## config.mk

```make
export PLATFORM = sky130hd
export DESIGN_NAME = mono_glyph_to_triplet_pixel_bytes_core
export DESIGN_NICKNAME = d
export VERILOG_FILES = /design/src/design/mgtp_pkg.sv /design/src/design/mono_glyph_to_triplet_pixel_bytes_core.sv /design/src/design/mgtp_emit.sv
export SDC_FILE = /design/constraint.sdc
export NUM_CORES = 1
export LEC_CHECK = 0
export ABC_AREA = 1
export BUFFER_PORTS_ARGS = -buffer_cell sky130_fd_sc_hd__buf_2
export CAP_MARGIN = 20
export CORE_MARGIN = 2
export CORE_UTILIZATION = 40
export CTS_BUF_LIST = sky130_fd_sc_hd__clkbuf_16
export CTS_CLUSTER_DIAMETER = 80
export CTS_CLUSTER_SIZE = 24
export DETAILED_ROUTE_END_ITERATION = 6
export HOLD_SLACK_MARGIN = 0.1
export SETUP_SLACK_MARGIN = 0.2
export SYNTH_ARGS = -nofsm -noshare
export SYNTH_HDL_FRONTEND = slang
export SYNTH_HIERARCHICAL = 1
export SYNTH_SLANG_ARGS = --single-unit
```

## constraint.sdc

```tcl
create_clock -name i_clk -period 6.1 [get_ports i_clk]
set_clock_uncertainty 0.1 [all_clocks]
set_input_delay 1.83 -clock i_clk [delete_from_list [all_inputs] [get_ports i_clk]]
set_output_delay 1.83 -clock i_clk [all_outputs]
set_load 0.05 [all_outputs]
```

## src/design/mgtp_pkg.sv

```systemverilog
// ----------------------------------------------------------------------------
// mgtp_pkg
// Shared types and constants for the glyph to display byte packer.
// ----------------------------------------------------------------------------
package mgtp_pkg;

    // register field widths
    localparam int WIDTH_BITS  = 6;
    localparam int HEIGHT_BITS = 8;
    localparam int GATHER_BITS = 3;
    localparam int CFG_DATA_W  = 8;

    // configuration register indexes
    localparam logic CFG_WIDTH  = 1'b0;
    localparam logic CFG_HEIGHT = 1'b1;

    // register reset values
    localparam logic [WIDTH_BITS-1:0]  WIDTH_RESET  = 6'd24;
    localparam logic [HEIGHT_BITS-1:0] HEIGHT_RESET = 8'd20;

    // smallest width in pixels: one display byte per row
    localparam logic [6:0] MIN_WIDTH = 7'd3;

    // control from the row gatherer to the emit unit
    typedef struct packed {
        logic load;
        logic image_end;
    } t_emit_ctl;

    // three pixels, leftmost in bit 2, to display byte format
    function automatic logic [7:0] pix_map(input logic [2:0] code);
        logic [7:0] res;
        case (code)
            3'd0:    res = 8'h00;
            3'd1:    res = 8'hC0;
            3'd2:    res = 8'h1C;
            3'd3:    res = 8'hFC;
            3'd4:    res = 8'h03;
            3'd5:    res = 8'hE3;
            3'd6:    res = 8'h1F;
            3'd7:    res = 8'hFF;
            default: res = 8'h00;
        endcase
        return res;
    endfunction

endpackage

```

## src/design/mono_glyph_to_triplet_pixel_bytes_core.sv

```systemverilog
// ----------------------------------------------------------------------------
// mono_glyph_to_triplet_pixel_bytes_core
// Packs a 1-bit-per-pixel glyph bitmap into three-pixel display bytes.
// ----------------------------------------------------------------------------
// Bitmap bytes arrive MSB first, ceil(width/8) bytes per row. A byte that does
// not finish a row goes into the row register. The byte that finishes a row
// is taken, its row is left-aligned in a shift register, and then one 3-bit
// shift unit emits one display byte per cycle when the output is not stalled,
// while the input stalls; the next bitmap byte can be taken in the cycle after
// the last display byte of the row is loaded into the output register.
// Throughput is set by the emit shifter: no byte of the next row is taken while
// a row is emitted. Leftover pixels of a width that is not a multiple of three
// are dropped. Width is clamped to 3..MAX_ROW_BITS; a height of zero acts as
// one. Configuration must be written only while idle; the block does not enforce it.
module mono_glyph_to_triplet_pixel_bytes_core #(
    parameter int MAX_ROW_BITS = 32
) (
    input  logic                           i_clk,
    input  logic                           i_rst_n,
    input  logic                           i_cfg_we,
    input  logic                           i_cfg_index,
    input  logic [mgtp_pkg::CFG_DATA_W-1:0] i_cfg_data,
    input  logic                           i_in_valid,
    output logic                           o_in_stall,
    input  logic [7:0]                     i_bitmap_byte,
    output logic                           o_out_valid,
    input  logic                           i_out_stall,
    output logic [7:0]                     o_display_byte,
    output logic                           o_last_of_row,
    output logic                           o_last_of_image
);
    import mgtp_pkg::*;

    localparam int ROW_BYTES = (MAX_ROW_BITS + 7) / 8;
    localparam int ROW_W     = ROW_BYTES * 8;
    localparam int WW        = $clog2(MAX_ROW_BITS + 1);

    logic [WIDTH_BITS-1:0]  r_width;
    logic [HEIGHT_BITS-1:0] r_height;
    logic [ROW_W-1:0]       r_row;
    logic [GATHER_BITS-1:0] r_bytes;
    logic [HEIGHT_BITS-1:0] r_rows;

    logic [6:0]             width_ext;
    logic [6:0]             width_clamp;
    logic [WW-1:0]          eff_width;
    logic [WW:0]            len_sum;
    logic [3:0]             row_len;
    logic [3:0]             bytes_next;
    logic                   row_done;
    logic                   image_end;
    logic [ROW_W-1:0]       row_data;
    logic [3:0]             pad_bytes;
    logic [6:0]             align_amt;
    logic [ROW_W-1:0]       row_aligned;
    logic                   in_take;
    logic                   busy;
    t_emit_ctl              emit_ctl;

    // configuration registers
    always_ff @(posedge i_clk) begin
        if (!i_rst_n) begin
            r_width  <= WIDTH_RESET;
            r_height <= HEIGHT_RESET;
        end else if (i_cfg_we) begin
            case (i_cfg_index)
                CFG_WIDTH:  r_width  <= i_cfg_data[WIDTH_BITS-1:0];
                CFG_HEIGHT: r_height <= i_cfg_data[HEIGHT_BITS-1:0];
                default:    r_width  <= r_width;
            endcase
        end
    end

    // effective width and bytes per row
    always_comb begin
        width_ext = {1'b0, r_width};
        if (width_ext < MIN_WIDTH) begin
            width_clamp = MIN_WIDTH;
        end else if (width_ext > 7'(MAX_ROW_BITS)) begin
            width_clamp = 7'(MAX_ROW_BITS);
        end else begin
            width_clamp = width_ext;
        end
    end

    assign eff_width = WW'(width_clamp);
    assign len_sum   = {1'b0, eff_width} + (WW+1)'(7);
    assign row_len   = 4'(len_sum >> 3);

    // row gather and end detection
    assign in_take    = i_in_valid && !busy;
    assign bytes_next = {1'b0, r_bytes} + 4'd1;
    assign row_done   = bytes_next >= row_len;
    assign image_end  = ({1'b0, r_rows} + 9'd1) >= {1'b0, r_height};
    assign row_data   = ROW_W'({r_row, i_bitmap_byte});

    // left-align the row so its leftmost pixel sits in the top bit
    assign pad_bytes   = 4'(ROW_BYTES) - row_len;
    assign align_amt   = {pad_bytes, 3'b000};
    assign row_aligned = row_data << align_amt;

    always_ff @(posedge i_clk) begin
        if (!i_rst_n) begin
            r_row   <= '0;
            r_bytes <= '0;
            r_rows  <= '0;
        end else if (in_take) begin
            if (row_done) begin
                r_row   <= '0;
                r_bytes <= '0;
                r_rows  <= image_end ? '0 : r_rows + 8'd1;
            end else begin
                r_row   <= row_data;
                r_bytes <= r_bytes + 3'd1;
            end
        end
    end

    assign emit_ctl.load      = in_take && row_done;
    assign emit_ctl.image_end = image_end;

    // shared emit unit
    mgtp_emit #(
        .ROW_W (ROW_W),
        .WW    (WW)
    ) u_emit (
        .i_clk           (i_clk),
        .i_rst_n         (i_rst_n),
        .i_ctl           (emit_ctl),
        .i_row           (row_aligned),
        .i_width         (eff_width),
        .i_out_stall     (i_out_stall),
        .o_busy          (busy),
        .o_out_valid     (o_out_valid),
        .o_display_byte  (o_display_byte),
        .o_last_of_row   (o_last_of_row),
        .o_last_of_image (o_last_of_image)
    );

    assign o_in_stall = busy;

`ifndef SYNTHESIS
    // image end only on a row end
    a_img_on_row: assert property (@(posedge i_clk) disable iff (!i_rst_n)
        o_out_valid && o_last_of_image |-> o_last_of_row)
        else $error("last_of_image without last_of_row");

    // a finished row starts the emit unit
    a_load_busy: assert property (@(posedge i_clk) disable iff (!i_rst_n)
        emit_ctl.load |=> busy)
        else $error("row load did not start emit");

    // emit ends only with the last byte of a row in the output register
    a_end_row: assert property (@(posedge i_clk) disable iff (!i_rst_n)
        $fell(busy) && $past(i_rst_n) |-> o_out_valid && o_last_of_row)
        else $error("emit ended without last_of_row");
`endif

endmodule

```

## src/design/mgtp_emit.sv

```systemverilog
// ----------------------------------------------------------------------------
// mgtp_emit
// Shared 3-bit shift unit: walks a left-aligned pixel row three pixels per
// cycle while the output is not stalled and drives the output register.
// ----------------------------------------------------------------------------
module mgtp_emit #(
    parameter int ROW_W = 32,
    parameter int WW    = 6
) (
    input  logic                  i_clk,
    input  logic                  i_rst_n,
    input  mgtp_pkg::t_emit_ctl   i_ctl,
    input  logic [ROW_W-1:0]      i_row,
    input  logic [WW-1:0]         i_width,
    input  logic                  i_out_stall,
    output logic                  o_busy,
    output logic                  o_out_valid,
    output logic [7:0]            o_display_byte,
    output logic                  o_last_of_row,
    output logic                  o_last_of_image
);
    import mgtp_pkg::*;

    localparam logic [WW-1:0] STEP      = WW'(3);
    localparam logic [WW-1:0] LAST_EDGE = WW'(6);

    logic             r_busy;
    logic             r_out_valid;
    logic [ROW_W-1:0] r_shift;
    logic [WW-1:0]    r_remain;
    logic             r_img_end;
    logic [7:0]       r_byte;
    logic             r_last_row;
    logic             r_last_img;

    logic             n_busy;
    logic             n_out_valid;
    logic             slot_free;
    logic             emit;
    logic             last_group;

    // output slot is free when empty or being taken this cycle
    assign slot_free  = !r_out_valid || !i_out_stall;
    assign emit       = r_busy && slot_free;
    assign last_group = r_remain < LAST_EDGE;

    // sequencer next state
    always_comb begin
        n_busy      = r_busy;
        n_out_valid = r_out_valid;
        if (slot_free) begin
            n_out_valid = 1'b0;
        end
        if (emit) begin
            n_out_valid = 1'b1;
            if (last_group) begin
                n_busy = 1'b0;
            end
        end
        if (i_ctl.load) begin
            n_busy = 1'b1;
        end
    end

    always_ff @(posedge i_clk) begin
        if (!i_rst_n) begin
            r_busy      <= 1'b0;
            r_out_valid <= 1'b0;
        end else begin
            r_busy      <= n_busy;
            r_out_valid <= n_out_valid;
        end
    end

    // row shifter and output payload
    always_ff @(posedge i_clk) begin
        if (i_ctl.load) begin
            r_shift   <= i_row;
            r_remain  <= i_width;
            r_img_end <= i_ctl.image_end;
        end else if (emit) begin
            r_shift  <= r_shift << 3;
            r_remain <= r_remain - STEP;
        end
        if (emit) begin
            r_byte     <= pix_map(r_shift[ROW_W-1 -: 3]);
            r_last_row <= last_group;
            r_last_img <= last_group && r_img_end;
        end
    end

    assign o_busy          = r_busy;
    assign o_out_valid     = r_out_valid;
    assign o_display_byte  = r_byte;
    assign o_last_of_row   = r_last_row;
    assign o_last_of_image = r_last_img;

endmodule
```

==> impl_metrics.env <==
export IMPL_status="complete, no violations"
export IMPL_syn_instance_count=679
export IMPL_ys_ff_latch=96
export IMPL_cp_required_ns=6.03
export IMPL_critical_path_class="reg2reg"
export IMPL_drc=0
export IMPL_crit_arrival_ns=3.98
export IMPL_die_h_um=117
export IMPL_grt_usage_pct=17.0
export IMPL_critPathBufInv=7
export IMPL_report_power_total_mw=2.58
export IMPL_yosysUniqueCellTypes=35
export IMPL_vias_per_cell=4.74
export IMPL_slowest_stage="dfxtp_1"
export IMPL_hold_viol=0
export IMPL_cts_hold_buf=0
export IMPL_antennaDiodeCount=0
export IMPL_grt_pass1_wl_um=18200
export IMPL_cts_num_sinks=96
export IMPL_cts_repair_resized=0
export IMPL_worstMarginPinSlew_ns=0.873
export IMPL_drive_gt1_share_pct=9.03
export IMPL_cts_root_buf="clkbuf_16"
export IMPL_multi_input_area_mm2=0.00227
export IMPL_yosys_warnings=6
export IMPL_cts_clk_slew_worst_paths_ns=0.07
export IMPL_utilization_pct=45.2
export IMPL_critPathLaunchType="register"
export IMPL_ant_nets=0
export IMPL_drtIter0Drc=302
export IMPL_post_cts_buffers=0
export IMPL_avgRoutedWirePerCell_um=12.4
export IMPL_finalSetupTns_ns=0
export IMPL_cp_max_fo=48
export IMPL_dp_slack_ns=1.86
export IMPL_ios=34
export IMPL_syn_area_mm2=0.00511
export IMPL_numCtsBuffers=9
export IMPL_place_area_mm2=0.00531
export IMPL_place_hpwl_um=7830
export IMPL_seqCellArea_mm2=0.00237
export IMPL_final_area_mm2=0.00568
export IMPL_power_density_mw_per_mm2=454
export IMPL_path_delay_family="buffers and inverters"
export IMPL_crit_top_cell="nand2_1"
export IMPL_ys_seq_area_share_pct=46.4
export IMPL_fp_row_count=41
export IMPL_critPathMaxStageDelay_ns=0.42
export IMPL_setup_viol=0
export IMPL_final_nets=731
export IMPL_clock_fmax_ghz=0.247
export IMPL_die_w_um=117
export IMPL_fin_crit_sh_pct=66.4
export IMPL_route_vias_total=4128
export IMPL_cp_cell_sequence="inv_2, nand2_1, nand4_1, nand2_1, buf_4, inv_1, ha_1, o21bai_1, nand3_1, nand3_1, nand2_1, inv_1, buf_4, inv_2, o21ai_4, buf_12"
export IMPL_maxCapViolations=0
export IMPL_fillers=1280
export IMPL_synth_nets=717
export IMPL_first_global_vias=3821
export IMPL_clockBufferDepth=2
export IMPL_setup_slack_ns=2.05
export IMPL_power_ir_vdd_worst_mv=0.181
export IMPL_relSlewSlack_pct=41.5
export IMPL_io_buffers=33
export IMPL_layout_cells_non_filler=870
export IMPL_p_leak_nw=2.65
export IMPL_period_needed_ns=4.05
export IMPL_insertion_delay_ns=0.34
export IMPL_synth_area_per_cell_um2=7.52
export IMPL_die_area_mm2=0.0137
export IMPL_antenna_found_initial=0
export IMPL_drt_pass1_iterations=5
export IMPL_grt_max_degree=49
export IMPL_whs_ns=0.352
export IMPL_area_growth_pct=11.2
export IMPL_place_inst=852
export IMPL_drv_slew=0
export IMPL_min_path_type="reg2reg"
export IMPL_gp_congestion=0.841
export IMPL_worstSetupEndpointType="register"
export IMPL_htree_levels=3
export IMPL_grt_remaining_overflow=0
export IMPL_drt_total_wl_um=10800
export IMPL_rsz0062_at_grt="no"
export IMPL_cts_tree="built"
export IMPL_start_util_pct=40.6
export IMPL_core_area_mm2=0.0126
logic make-up (layout without fill, tap and decap cells):
group,count (synthesis),count (layout),share of synthesized area [%]
AO/OA/AOI/OAI,70,70,8.55
XOR/XNOR,7,7,1.20
adder cells (fa/ha/maj),16,16,3.92
flip-flops,96,96,46.4
AND/OR/NAND/NOR,383,383,30.4
other,1,1,0.0734
buffers and inverters,106,125,9.43
final cells by class:
class / count / share of cell area, %
Clock inverter: 6 / 1.34
Inverter: 71 / 4.69
Clock buffer: 10 / 4.40
Tap cell: 172 / 3.79
Sequential cell: 96 / 41.8
Timing Repair Buffer: 38 / 4.14
Multi-Input combinational cell: 477 / 39.9
final timing paths:
| kind | start | end | slack, ns | cells past startpoint |
|---|---|---|---|---|
| worst max-delay path | r_width[5]$_SDFFE_PN0P_ | u_emit/r_shift[6]$_DFFE_PP_ | 2.05 | 16 |
| worst min-delay path | u_emit/r_shift[31]$_DFFE_PP_ | u_emit/o_display_byte[1]$_DFFE_PP_ | 0.35 | 0 |
| worst max register to register | r_width[5]$_SDFFE_PN0P_ | u_emit/r_shift[6]$_DFFE_PP_ | 2.05 | 16 |
| worst min register to register | u_emit/r_shift[31]$_DFFE_PP_ | u_emit/o_display_byte[1]$_DFFE_PP_ | 0.35 | 0 |
worst register-to-register path, stage by stage, from the launching register on:
cell and delay [ns]:
dfxtp_1 0.42, inv_2 0.09, nand2_1 0.13, nand4_1 0.42, nand2_1 0.19, buf_4 0.41, inv_1 0.11, ha_1 0.19
o21bai_1 0.14, nand3_1 0.08, nand3_1 0.07, nand2_1 0.12, inv_1 0.08, buf_4 0.34, inv_2 0.35, o21ai_4 0.24
buf_12 0.25
sequential cells by signal (all words and copies together), names as in the netlist:
name / count
u_emit/r_img_end: 1
u_emit/o_last_of_row: 1
r_bytes: 3
u_emit/o_out_valid: 1
u_emit/o_last_of_image: 1
r_rows: 8
u_emit/r_shift: 32
u_emit/o_busy: 1
r_row: 24
u_emit/o_display_byte: 4
r_width: 6
u_emit/r_remain: 6
r_height: 8
layout by cell type (no fill, tap or decap), types with 3 or more instances in the layout:
cell type  Yosys  routed
a211oi_1      24      24
a21oi_1       17      17
and2_1         8       8
buf_2          7      33
buf_4          8       3
clkbuf_16      0      10
dfxtp_1       51      51
edfxtp_1      45      45
ha_1          16      16
inv_1         67      70
inv_2          3       3
nand2_1      220     220
nand3_1       29      29
nand4_1        4       4
nor2_1       108     108
nor3_1         5       5
o211ai_1       4       4
o21ai_0       15      14
o22ai_1        5       5
xor2_1         6       6
metal layers:
layer	vias up	global-route usage, %	routed length, µm
met5	-	0	0
met4	0	5.88	168
met3	15	3.14	505
met2	106	25.2	4760
met1	1824	24.8	5390
li1	2183	-	-
cells in the mapped netlist, drive strengths merged:
cell	n	area (µm²)
a211oi	24	180
a21oi	18	93.8
a31oi	1	6.26
and2	8	50.1
buf	22	166
clkbuf	13	48.8
clkinv	1	3.75
conb	1	3.75
dfxtp	51	1020
edfxtp	45	1350
ha	16	200
inv	70	263
nand2	223	855
nand3	31	165
nand3b	2	15.0
nand4	4	25.0
nor2	110	418
nor3	5	25.0
o211ai	4	30.0
o21a	1	7.51
o21ai	16	80.1
o21bai	1	7.51
o22ai	5	31.3
xnor2	1	8.76
xor2	6	52.6
power breakdown:
part	internal, mW	switching, mW
combinational	0.285	0.625
sequential	0.964	0.0944
clock	0.379	0.230
Note: power is estimated with default switching activity, not from simulation.
